--- src/crbt_pkg.sv ---
// ----------------------------------------------------------------------------
// CoAP retransmit backoff timer package
// Shared widths, item kinds, message types and register map.
// ----------------------------------------------------------------------------
package crbt_pkg;

    // Acknowledgement timer width (17 to 32)
    localparam int ACK_TIMER_BITS = 24;

    localparam int ACK_BASE_BITS = 16;
    localparam int CLEANUP_BITS  = 16;
    localparam int MAX_RETX_BITS = 3;
    localparam int RETRY_BITS    = 4;

    // Widest backoff product: base wait shifted by the largest count
    localparam int BACKOFF_BITS = ACK_BASE_BITS + (1 << RETRY_BITS) - 1;
    localparam logic [BACKOFF_BITS-1:0] ACK_MAX =
        BACKOFF_BITS'((64'(1) << ACK_TIMER_BITS) - 64'(1));
    localparam logic [RETRY_BITS-1:0] RETRY_SAT = '1;

    localparam int PADDR_BITS = 4;
    localparam int PDATA_BITS = 32;

    localparam logic [ACK_BASE_BITS-1:0] ACK_TIMEOUT_RST = 16'd1000;
    localparam logic [MAX_RETX_BITS-1:0] MAX_RETX_RST    = 3'd3;
    localparam logic [CLEANUP_BITS-1:0]  CLEANUP_RST     = 16'd15000;

    typedef enum logic [1:0] {
        REG_ACK_TIMEOUT = 2'd0,
        REG_MAX_RETX    = 2'd1,
        REG_CLEANUP     = 2'd2,
        REG_UNUSED      = 2'd3
    } reg_idx_t;

    typedef enum logic [1:0] {
        KIND_TICK     = 2'd0,
        KIND_TRANSMIT = 2'd1,
        KIND_RESTART  = 2'd2,
        KIND_DONE     = 2'd3
    } kind_t;

    typedef enum logic [1:0] {
        TYPE_CON = 2'd0,
        TYPE_NON = 2'd1,
        TYPE_ACK = 2'd2,
        TYPE_RST = 2'd3
    } msg_type_t;

    typedef struct packed {
        logic xmit_timeout;
        logic not_responding;
        logic expect_reply;
        logic send_message;
    } result_t;

endpackage

--- src/coap_retransmit_backoff_timer_top.sv ---
// ----------------------------------------------------------------------------
// CoAP retransmit backoff timer
// Acknowledgement timer with exponential backoff and cleanup timer for one
// outgoing message; one result transaction per input transaction.
// Result path: an accepted input transaction is held in the input register,
// then the timer update writes the result register.
// Throughput: one item per cycle while the result stream is not stalled; the counter update is the loop.
// Reset: synchronous active-low aresetn stops both timers, clears the count
// and restores the configuration registers to 1000, 3 and 15000.
// ----------------------------------------------------------------------------
module coap_retransmit_backoff_timer_top (
    input  logic                            aclk,
    input  logic                            aresetn,
    // APB configuration port
    input  logic                            psel,
    input  logic                            penable,
    input  logic                            pwrite,
    input  logic [crbt_pkg::PADDR_BITS-1:0] paddr,
    input  logic [crbt_pkg::PDATA_BITS-1:0] pwdata,
    output logic [crbt_pkg::PDATA_BITS-1:0] prdata,
    output logic                            pready,
    // input stream
    input  logic                            s_tvalid,
    output logic                            s_tready,
    input  logic [7:0]                      s_tdata,  // [1:0] msg_type
    input  logic [1:0]                      s_tuser,  // [1:0] kind
    // result stream
    output logic                            m_tvalid,
    input  logic                            m_tready,
    output logic [7:0]                      m_tdata   // [0] send_message,
                                                      // [1] expect_reply,
                                                      // [2] not_responding,
                                                      // [3] xmit_timeout
);
    import crbt_pkg::*;

    // configuration registers
    logic [ACK_BASE_BITS-1:0]  ack_timeout_reg;
    logic [MAX_RETX_BITS-1:0]  max_retx_reg;
    logic [CLEANUP_BITS-1:0]   cleanup_ticks_reg;

    // input register
    logic                      in_valid_reg, in_valid_next;
    kind_t                     in_kind_reg, in_kind_next;
    msg_type_t                 in_type_reg, in_type_next;

    // timer state
    logic [ACK_TIMER_BITS-1:0] ack_remaining_reg, ack_remaining_next;
    logic                      ack_running_reg, ack_running_next;
    logic [CLEANUP_BITS-1:0]   cleanup_remaining_reg, cleanup_remaining_next;
    logic                      cleanup_running_reg, cleanup_running_next;
    logic [RETRY_BITS-1:0]     retry_count_reg, retry_count_next;

    // result register
    logic                      out_valid_reg, out_valid_next;
    result_t                   out_result_reg, out_result_next;

    logic                      advance;
    logic                      step;
    logic                      cfg_write;
    reg_idx_t                  cfg_idx;
    logic [RETRY_BITS-1:0]     count_inc;
    logic [BACKOFF_BITS-1:0]   backoff;
    logic [ACK_TIMER_BITS-1:0] backoff_sat;
    logic [ACK_TIMER_BITS-1:0] base_load;

    assign pready    = 1'b1;
    assign cfg_idx   = reg_idx_t'(paddr[3:2]);
    assign cfg_write = psel && penable && pwrite && pready;

    always_comb begin
        unique case (cfg_idx)
            REG_ACK_TIMEOUT: prdata = PDATA_BITS'(ack_timeout_reg);
            REG_MAX_RETX:    prdata = PDATA_BITS'(max_retx_reg);
            REG_CLEANUP:     prdata = PDATA_BITS'(cleanup_ticks_reg);
            default:         prdata = '0;
        endcase
    end

    always_ff @(posedge aclk) begin
        if (!aresetn) begin
            ack_timeout_reg   <= ACK_TIMEOUT_RST;
            max_retx_reg      <= MAX_RETX_RST;
            cleanup_ticks_reg <= CLEANUP_RST;
        end else if (cfg_write) begin
            unique case (cfg_idx)
                REG_ACK_TIMEOUT: ack_timeout_reg   <= pwdata[ACK_BASE_BITS-1:0];
                REG_MAX_RETX:    max_retx_reg      <= pwdata[MAX_RETX_BITS-1:0];
                REG_CLEANUP:     cleanup_ticks_reg <= pwdata[CLEANUP_BITS-1:0];
                default: ;
            endcase
        end
    end

    // Handshake: the result register frees when empty or taken, and the
    // input register moves into it in that same cycle.
    assign advance  = !out_valid_reg || m_tready;
    assign s_tready = !in_valid_reg || advance;
    assign step     = in_valid_reg && advance;

    assign m_tvalid = out_valid_reg;
    assign m_tdata  = {4'b0, out_result_reg};

    always_comb begin
        in_valid_next = in_valid_reg;
        in_kind_next  = in_kind_reg;
        in_type_next  = in_type_reg;
        if (s_tready) begin
            in_valid_next = s_tvalid;
            in_kind_next  = kind_t'(s_tuser[1:0]);
            in_type_next  = msg_type_t'(s_tdata[1:0]);
        end
    end

    // backoff reload uses the count after increment; saturate at timer max
    assign count_inc   = (retry_count_reg == RETRY_SAT) ? RETRY_SAT
                                                        : retry_count_reg + 1'b1;
    assign backoff     = BACKOFF_BITS'(ack_timeout_reg) << count_inc;
    assign backoff_sat = (backoff > ACK_MAX) ? ACK_TIMER_BITS'(ACK_MAX)
                                             : ACK_TIMER_BITS'(backoff);
    assign base_load   = ACK_TIMER_BITS'(ack_timeout_reg);

    always_comb begin
        ack_remaining_next     = ack_remaining_reg;
        ack_running_next       = ack_running_reg;
        cleanup_remaining_next = cleanup_remaining_reg;
        cleanup_running_next   = cleanup_running_reg;
        retry_count_next       = retry_count_reg;
        out_valid_next         = out_valid_reg;
        out_result_next        = out_result_reg;

        if (advance) begin
            out_valid_next = in_valid_reg;
        end

        if (step) begin
            out_result_next = '0;
            unique case (in_kind_reg)
                KIND_TICK: begin
                    if (cleanup_running_reg) begin
                        if (cleanup_remaining_reg <= CLEANUP_BITS'(1)) begin
                            cleanup_remaining_next       = '0;
                            cleanup_running_next         = 1'b0;
                            out_result_next.xmit_timeout = 1'b1;
                        end else begin
                            cleanup_remaining_next = cleanup_remaining_reg - 1'b1;
                        end
                    end
                    if (ack_running_reg) begin
                        if (ack_remaining_reg <= ACK_TIMER_BITS'(1)) begin
                            retry_count_next = count_inc;
                            if (retry_count_reg <= RETRY_BITS'(max_retx_reg)) begin
                                // resend and back off
                                out_result_next.send_message = 1'b1;
                                ack_remaining_next           = backoff_sat;
                                ack_running_next             = 1'b1;
                            end else begin
                                // give up
                                ack_remaining_next             = '0;
                                ack_running_next               = 1'b0;
                                out_result_next.not_responding = 1'b1;
                                out_result_next.xmit_timeout   = 1'b1;
                            end
                        end else begin
                            ack_remaining_next = ack_remaining_reg - 1'b1;
                        end
                    end
                end
                KIND_TRANSMIT: begin
                    retry_count_next             = '0;
                    out_result_next.send_message = 1'b1;
                    if (in_type_reg == TYPE_ACK) begin
                        cleanup_remaining_next       = cleanup_ticks_reg;
                        cleanup_running_next         = 1'b1;
                        out_result_next.expect_reply = 1'b1;
                    end else if (in_type_reg == TYPE_CON) begin
                        ack_remaining_next           = base_load;
                        ack_running_next             = 1'b1;
                        out_result_next.expect_reply = 1'b1;
                    end
                end
                KIND_RESTART: begin
                    retry_count_next   = '0;
                    ack_remaining_next = base_load;
                    ack_running_next   = 1'b1;
                end
                KIND_DONE: begin
                    ack_running_next     = 1'b0;
                    cleanup_running_next = 1'b0;
                end
                default: ;
            endcase
        end
    end

    always_ff @(posedge aclk) begin
        if (!aresetn) begin
            in_valid_reg          <= 1'b0;
            out_valid_reg         <= 1'b0;
            ack_remaining_reg     <= '0;
            ack_running_reg       <= 1'b0;
            cleanup_remaining_reg <= '0;
            cleanup_running_reg   <= 1'b0;
            retry_count_reg       <= '0;
        end else begin
            in_valid_reg          <= in_valid_next;
            out_valid_reg         <= out_valid_next;
            ack_remaining_reg     <= ack_remaining_next;
            ack_running_reg       <= ack_running_next;
            cleanup_remaining_reg <= cleanup_remaining_next;
            cleanup_running_reg   <= cleanup_running_next;
            retry_count_reg       <= retry_count_next;
        end
    end

    // payload registers, no reset
    always_ff @(posedge aclk) begin
        in_kind_reg    <= in_kind_next;
        in_type_reg    <= in_type_next;
        out_result_reg <= out_result_next;
    end

endmodule

--- config.mk ---
export PLATFORM = sky130hd
export DESIGN_NAME = coap_retransmit_backoff_timer_top
export DESIGN_NICKNAME = d
export VERILOG_FILES = /design/src/crbt_pkg.sv /design/src/coap_retransmit_backoff_timer_top.sv
export SDC_FILE = /design/constraint.sdc
export NUM_CORES = 1
export LEC_CHECK = 0
export BUFFER_PORTS_ARGS = -buffer_cell sky130_fd_sc_hd__clkbuf_2
export CAP_MARGIN = 20
export CORE_UTILIZATION = 55
export CTS_BUF_LIST = sky130_fd_sc_hd__clkbuf_4
export CTS_CLUSTER_DIAMETER = 60
export DETAILED_ROUTE_END_ITERATION = 12
export PLACE_DENSITY = 0.85
export SLEW_MARGIN = 25
export SYNTH_ARGS = -nofsm -noshare
export SYNTH_HDL_FRONTEND = slang
export SYNTH_SLANG_ARGS = --single-unit
--- constraint.sdc ---
create_clock -name aclk -period 4.85 [get_ports aclk]
set_clock_uncertainty 0.1 [all_clocks]
set_input_delay 1.2125 -clock aclk [delete_from_list [all_inputs] [get_ports aclk]]
set_output_delay 1.2125 -clock aclk [all_outputs]
set_load 0.005 [all_outputs]
After elaboration in Yosys (flattened, before gate mapping)
Cells that the tools add are included.
{"block": "word_totals", "reg_bits": 91, "in_bits": 53, "output_inout_bits": 43, "wordCells": 97}
{"block": "op_classes", "n_addsub": 3, "magnitude_cmp": 4, "n_eq_ne": 13, "shift": 1, "n_mux": 36, "reduce_logical": 24}
{"operator": "24-bit 2-to-1 mux", "count": 6}
{"operator": "24-bit one-hot mux with 3 select lines", "count": 1}
{"operator": "16-bit 2-to-1 mux", "count": 3}
{"operator": "16-bit one-hot mux with 3 select lines", "count": 1}
{"operator": "16-bit one-hot mux with 2 select lines", "count": 1}
{"operator": "31-bit by 24-bit greater-than comparator with 1-bit output (second input constant)", "count": 1}
{"operator": "16-bit by 4-bit << shifter with 31-bit output", "count": 1}
{"operator": "24-bit by 1-bit less-or-equal comparator with 1-bit output (second input constant)", "count": 1}
{"operator": "24-bit by 1-bit subtractor with 24-bit output (second input constant)", "count": 1}
{"operator": "16-bit by 1-bit less-or-equal comparator with 1-bit output (second input constant)", "count": 1}
{"operator": "16-bit by 1-bit subtractor with 16-bit output (second input constant)", "count": 1}
{"operator": "1-bit 2-to-1 mux", "count": 14}
{"operator": "4-bit 2-to-1 mux", "count": 3}
{"operator": "2-bit != test (second input constant)", "count": 6}
{"operator": "3-bit AND reduction", "count": 3}
{"operator": "2-bit equality test (second input constant)", "count": 4}
{"operator": "4-bit one-hot mux with 2 select lines", "count": 1}
{"operator": "4-bit AND reduction", "count": 2}
{"operator": "2-bit zero test", "count": 3}
{"operator": "2-bit 2-to-1 mux", "count": 3}
{"operator": "2-bit AND reduction", "count": 3}
{"operator": "3-bit nonzero test", "count": 2}
{"operator": "5-bit AND reduction", "count": 1}
{"operator": "4-bit by 1-bit adder with 4-bit output (second input constant)", "count": 1}
{"operator": "other kinds (11)", "count": 17}

Longest topological paths before layout
Gate-level depths: netlist of the first run.
{"block": "logic_depth", "depth_word": 9, "ltp_mapped": 11}

Worst setup path after synthesis of the first run
No wires, ideal clock.
{"block": "synth_path", "kind": "input to output", "from": "in paddr[3] in the netlist's numbering", "to": "out prdata[10] in the netlist's numbering", "t_arrival_ns": 2.268, "slack_ns": 1.269, "cell_stages": 4, "path_buffers": 2, "path_cell_list": "clkbuf_1 > buf_1 > mux2i_1 > nor2_1"}
{"block": "synth_via", "elab_chain_cells": 2, "word_cells_on_any_way": 4, "classes_between": "eq/ne: 2; mux: 1; reduce/logical: 1"}
{"item": "from (decl)", "line": "coap_retransmit_backoff_timer_top.sv:18", "rtl": "input logic [crbt_pkg::PADDR_BITS-1:0] paddr,"}
{"item": "2-bit equality test (tied with other cells)", "line": "coap_retransmit_backoff_timer_top.sv:72", "rtl": "unique case (cfg_idx)"}
{"item": "16-bit one-hot mux with 3 select lines *", "line": "coap_retransmit_backoff_timer_top.sv:72"}
{"item": "to (decl)", "line": "coap_retransmit_backoff_timer_top.sv:20", "rtl": "output logic [crbt_pkg::PDATA_BITS-1:0] prdata,"}
Every way passes the cells marked *; elsewhere a longest branch is shown, timed or not.

Worst setup path in the final report of the first run
{"block": "layout_path", "from": "in paddr[3] in the netlist's numbering", "to": "out prdata[1] in the netlist's numbering"}
The elaborated chain is that of the path after synthesis.

==> run_results.csv, run 1 <==
group,metric,value,unit
sta,fmax,267,MHz
die,design.portCount,96,
clock_network,path_clk_slew,0.14,ns
sta,worst_slew_pin_slew,0.862,ns
yosys,ys_seq_elements,91,
drt,drtIter0Drc,687,
critical_path,cp-end-kind,"output pin",
die,die_width,109,um
critical_path,start_kind,"input port",
die,start_util,0.573,
drt,drt-total-wl,17400,um
drt,routedWlPerCell,17.3,um
finish,post_route_cells_drive_above_1_share,0.119,
critical_path,worstPathArrival,2.43,ns
drt,viasPerCell,6.33,
die,fp-row-count,38,
critical_path,crit_fanout,21,
clock_network,insertion_delay,0.49,ns
drt,dr.pass1.iters,6,
critical_path,cp.required,3.54,ns
finish,post-route-util,0.603,
drt,ant_nets,0,
sta,finalCritPeriodShare,0.772,
sta,finalCriticalPeriod,3.74,ns
finish,insertedDiodeCount,0,
power,finalPower,1.76,mW
yosys,yosysWarnings,0,
yosys,synthCells,846,
die,die_h,109,um
clock_network,cts.sinks,91,
clock_network,cts-root-buf,"clkbuf_4",
worst_hold_path,hold_path_class,"reg -> reg",
power,power_density,266,mW/mm^2
yosys,synth_ff_type,"dfxtp_1",
global_route,grt_pass1_vias,5723,
sta,hold_violations,0,
yosys,synth_edf_count,8,
clock_network,htree_levels,3,
yosys,seq_area_frac_synth,0.302,
clock_network,cts_max_path_buffers,2,
global_route,grt_max_degree,44,
die,die-area,0.0119,mm^2
clock_network,cts_setup_buffers,0,
sta,slew_headroom,0.426,
worst_hold_path,holdPathStages,2,
critical_path,reg2reg_depth,8,
finish,multi_input_area,0.00402,mm^2
sta,tns,0,ns
clock_network,cts_resized,0,
global_route,grt_pass1_wl,28300,um
yosys,netlist_area,0.00629,mm^2
sta,finalSetupViolCount,0,
placement,port_buffers,50,
placement,gp_congestion,0.953,
power,peakVddDrop,0.222,mV
drt,via_count,6363,
die,core,0.0110,mm^2
placement,hpwlAfterDp,12600,um
finish,nets,927,
clock_network,cts_tree,"built",
finish,seq_area,0.00190,mm^2
finish,area_growth,5.21,%
power,leakage,2.71,nW
global_route,grtUsageTotal,0.307,
sta,finalHoldWorstSlack,0.385,ns
critical_path,critical_path_class,"in -> out",
finish,largest_reg_flops,24,
drt,drc_errors,0,
run_status,status,"completed",
yosys,synthArstFlopShare,0,
yosys,synth_cell_types,76,
yosys,postSynthAreaPerCell,7.43,um^2
clock_network,postCtsHoldBufs,0,
global_route,overflow,0,
flow_run,cap_violations,0,
sta,rsz0062_at_grt,"false",
sta,maxSlewViolCount,0,
clock_network,numCtsBuffers,9,
finish,n_fill_cell,1022,
global_route,antenna_found_initial,0,
[worst max-delay path: stages]
cell      delay (ns)
clkbuf_2        0.46
nor2b_1         0.37
nand2_1         0.08
o21ai_0         0.13
clkbuf_2        0.18
[cells in the mapped netlist (4+ instances only)]
library cell,instances,area [um^2]
a21oi_1,53,265
a22oi_1,16,120
a31oi_1,13,81.3
and2_1,4,25.0
and3_1,6,37.5
buf_2,10,50.1
buf_4,22,165
clkbuf_1,42,158
dfxtp_1,83,1660
edfxtp_1,8,240
ha_1,13,163
inv_1,18,67.6
mux2_2,6,67.6
mux2i_1,38,380
nand2_1,146,548
nand3_1,33,165
nand4_1,5,31.3
nor2_1,80,300
nor2b_1,8,50.1
nor3_1,28,140
nor4_1,5,31.3
o211ai_1,17,128
o21ai_0,59,295
o21ai_1,6,30.0
o22ai_1,4,25.0
o31ai_1,13,97.6
o41ai_1,4,35.0
or3_1,19,119
or4_1,7,52.6
xnor2_1,5,43.8
[cell families after synthesis]
logic type / count (synthesis) / share of synthesized area
adder cells (fa/ha/maj): 13 / 0.0259
XOR/XNOR: 7 / 0.00975
multiplexers: 45 / 0.0748
other: 2 / 0.00119
AND/OR/NAND/NOR: 363 / 0.279
flip-flops: 91 / 0.302
AO/OA/AOI/OAI: 230 / 0.236
buffers and inverters: 95 / 0.0718
[power by group]
part / internal, mW / switching [mW]
Clock: 0.120 / 0.269
Combinational: 0.196 / 0.359
Sequential: 0.783 / 0.0337
[layer usage]
layer | up-vias | share of wire | global-route usage
li1 | 3060 | - | -
met1 | 2903 | 0.42 | 0.414
met2 | 351 | 0.45 | 0.472
met3 | 49 | 0.10 | 0.0669
met4 | 0 | 0.028 | 0.126
met5 | - | 0 | 0
[cell type report]
cell class                 instances  share of cell area
multi-input combinational        679               0.607
sequential                        91               0.287
timing repair buffer              61              0.0503
tap                              140              0.0265
clock buffer                      11              0.0125
inverter                          19              0.0108
clock inverter                     5             0.00567
[layout by cell type, fill, tap and decap left out, drive strengths merged, types with 7 or more instances in the layout]
| master | n |
|---|---|
| nor3 | 30 |
| or4 | 7 |
| buf | 11 |
| inv | 20 |
| o31ai | 14 |
| mux2i | 38 |
| nor2 | 81 |
| nor4 | 9 |
| ha | 13 |
| a21oi | 53 |
| edfxtp | 8 |
| nor2b | 8 |
| nand2 | 146 |
| o21ai | 65 |
| dfxtp | 83 |
| a31oi | 13 |
| o211ai | 17 |
| conb | 21 |
| a22oi | 16 |
| clkbuf | 61 |
| or3 | 20 |
| nand3 | 35 |
[worst paths after layout]
path / startpoint / end / slack [ns]
setup / recovery: paddr[3] / prdata[1] / 1.11
hold / removal: cleanup_ticks_reg[15] / cleanup_ticks_reg[15] / 0.38
setup reg to reg: retry_count_reg[1] / ack_remaining_reg[10] / 1.39
hold reg to reg: cleanup_ticks_reg[15] / cleanup_ticks_reg[15] / 0.38
[per-stage QoR]
| step | instance area [um^2] | setup slack (ns) | instances |
|---|---|---|---|
| 2_1_floorplan | 6360 | 1.27 | 865 |
| 3_3_place_gp | 6490 | 1.14 | 990 |
| 3_5_place_dp | 6490 | 1.16 | 990 |
| 4_1_cts | 6610 | 1.15 | 1006 |
| 5_1_grt | 6620 | 1.04 | 1006 |
| 6_report | 6620 | 1.11 | 1006 |
(Power assumes the default switching activity.)
==> inputs of run 2 (changes only) <==
--- a/config.mk
+++ b/config.mk
@@ -5,6 +5,7 @@
 export SDC_FILE = /design/constraint.sdc
 export NUM_CORES = 1
 export LEC_CHECK = 0
+export ABC_AREA = 1
 export BUFFER_PORTS_ARGS = -buffer_cell sky130_fd_sc_hd__clkbuf_2
 export CAP_MARGIN = 20
 export CORE_UTILIZATION = 55
==> constraint.sdc (replaced) <==
create_clock -name aclk -period 3.9 [get_ports aclk]
set_clock_uncertainty 0.1 [all_clocks]
set_input_delay 0.975 -clock aclk [delete_from_list [all_inputs] [get_ports aclk]]
set_output_delay 0.975 -clock aclk [all_outputs]
set_load 0.005 [all_outputs]
==> run_results.csv, run 2 <==
group,metric,value,unit
clock_network,cts_setup_buffers,0,
global_route,grtUsageTotal,0.286,
yosys,synth_cell_types,40,
finish,post_route_cells_drive_above_1_share,0.101,
finish,stdcell_count,1167,
sta,finalCriticalPeriod,3.03,ns
sta,rsz0062_at_grt,"false",
yosys,synth_commonest_cells,"nand2_1 (277), nand3_1 (130), a21oi_1 (88), dfxtp_1 (83)",
critical_path,cp.required,4.14,ns
placement,place_ws,0.830,ns
die,die_h,109,um
yosys,synth_top_family_by_area,"simple AND/OR/NAND/NOR gates",
yosys,synth_top_area_cell,"dfxtp_1",
die,start_util,0.573,
critical_path,crit_fanout,21,
sta,fmax,330,MHz
critical_path,r2r_slack,0.87,ns
yosys,synth-simple-area-share,0.360,
global_route,grt_pass1_vias,5735,
worst_hold_path,holdPathEnd,"cleanup_remaining_reg[12]",
sta,slew_headroom,0.378,
clock_network,cts.sinks,91,
placement,port_buffers,50,
clock_network,insertion_delay,0.48,ns
finish,nets,1088,
finish,post-route-util,0.602,
global_route,grt_max_degree,53,
flow_run,cap_violations,0,
worst_hold_path,hold_start,"cleanup_ticks_reg[12]",
global_route,antenna_found_initial,0,
placement,hpwlAfterDp,12000,um
run_status,status,"completed",
power,peakVddDrop,0.279,mV
sta,maxSlewViolCount,0,
finish,layout_common_cells,"nand2_1 (277), nand3_1 (130), a21oi_1 (87), dfxtp_1 (83), nor2_1 (76)",
yosys,yosys.area_share.adder,0.0259,
power,leakage,3.06,nW
critical_path,worstPathArrival,3.27,ns
yosys,synth_mux_area_frac,0,
drt,drc_errors,0,
sta,worst_slew_pin_slew,0.927,ns
finish,seq_area,0.00190,mm^2
yosys,synthCells,1002,
critical_path,r2r-start,"retry_count_reg[0]",
worst_hold_path,holdPathStages,2,
global_route,grt_pass1_wl,26600,um
yosys,netlist_area,0.00629,mm^2
drt,drt-total-wl,15900,um
clock_network,path_clk_slew,0.17,ns
clock_network,cts_resized,0,
sta,finalSetupViolCount,0,
worst_hold_path,hold_path_class,"reg -> reg",
critical_path,reg2reg_to,"ack_remaining_reg[1]",
clock_network,numCtsBuffers,9,
clock_network,htree_levels,3,
placement,gp_congestion,0.913,
yosys,synthArstFlopShare,0,
drt,viasPerCell,5.62,
drt,drtIter0Drc,555,
finish,post-route-cell-area,0.00661,mm^2
critical_path,reg2reg_depth,14,
sta,hold_violations,0,
yosys,synth_edf_count,8,
yosys,synth_compound_area_frac,0.168,
yosys,synth_xor_xnor_area_share,0.0320,
yosys,ys_seq_elements,91,
die,die_width,109,um
placement,dp_cells,1151,
finish,multi_input_area,0.00377,mm^2
finish,n_fill_cell,1081,
drt,dr.pass1.iters,5,
placement,placed_area,0.00648,mm^2
yosys,postSynthAreaPerCell,6.28,um^2
drt,via_count,6560,
yosys,synthTopCellsByArea,"dfxtp_1 (26%), nand2_1 (17%), nand3_1 (10%)",
clock_network,cts-root-buf,"clkbuf_4",
power,power_density,369,mW/mm^2
critical_path,start_kind,"register",
finish,area_growth,5.05,%
die,design.portCount,96,
finish,largest_reg_flops,24,
die,core,0.0110,mm^2
die,die-area,0.0119,mm^2
yosys,yosysMostFrequentCell,"nand2_1",
drt,routedWlPerCell,13.6,um
sta,finalCritPeriodShare,0.777,
drt,ant_nets,0,
finish,insertedDiodeCount,0,
yosys,synth_ff_type,"dfxtp_1",
finish,mostFrequentLayoutCell,"nand2_1",
global_route,overflow,0,
yosys,seq_area_frac_synth,0.302,
clock_network,cts_max_path_buffers,2,
critical_path,critical_path_class,"reg -> reg",
critical_path,cp-end-kind,"register",
sta,tns,0,ns
sta,fin_ws,0.871,ns
clock_network,cts_tree,"built",
yosys,netlist.area_leader.share,0.264,
die,fp-row-count,38,
yosys,yosysWarnings,0,
clock_network,postCtsHoldBufs,0,
==> run 2: stage by stage <==
step	hold slack [ns]	power (mW)
after floorplan	0.351	1.78
after global placement	0.371	1.93
after detailed placement	0.379	1.95
after CTS	0.387	2.43
after global routing	0.412	2.62
final	0.382	2.44
==> run 2: worst max-delay path, cell delays in order (launching register included) <==
cell and delay, ns:
dfxtp_1 0.67, ha_1 0.31, nand3_2 0.27, nand2_2 0.40
nand2_1 0.13, nand3_1 0.09, nand2_1 0.10, nand2_1 0.10
nand2_1 0.06, nor2_1 0.16, nand3_2 0.20, nand2_1 0.15
nand2_1 0.06, nand2_1 0.05, a21oi_1 0.05
==> run 2: routing by layer <==
metal  track usage  part of all wire
met5             0                 0
met3        0.0526             0.053
met2         0.440              0.45
met1         0.391              0.47
met4         0.125             0.036
==> run 2: report_power, final <==
part | internal (mW) | leakage, nW | switching, mW
clock | 0.140 | 0.0657 | 0.357
combinational | 0.314 | 2.24 | 0.603
sequential | 0.981 | 0.755 | 0.0407
total | 1.44 | 3.06 | 1.00
==> run 2: worst max-delay path by stage <==
stage,from,endpoint,slack [ns],cells after the start
after floorplan,paddr[3],prdata[10],1.10,5
after global placement,paddr[2],ack_timeout_reg[15],0.89,7
after detailed placement,paddr[2],ack_timeout_reg[13],0.83,7
after CTS,paddr[2],prdata[3],0.89,5
after global routing,retry_count_reg[0],ack_remaining_reg[1],0.51,14
final,retry_count_reg[0],ack_remaining_reg[1],0.87,14
==> run 2: cells by family after synthesis <==
kind of cell | count (synthesis)
other | 2
AOI/OAI and AO/OA | 196
DFF | 91
buffers and inverters | 151
and+or+nand+nor | 526
adders and majority gates | 13
xor gates and xnor gates | 23
==> run 2: area by class of cell <==
class / instances / area share
multi-input combinational: 779 / 0.571
clock buffer: 9 / 0.0102
sequential: 91 / 0.288
inverter: 82 / 0.0468
clock inverter: 7 / 0.00947
timing repair buffer: 59 / 0.0481
tap: 140 / 0.0265
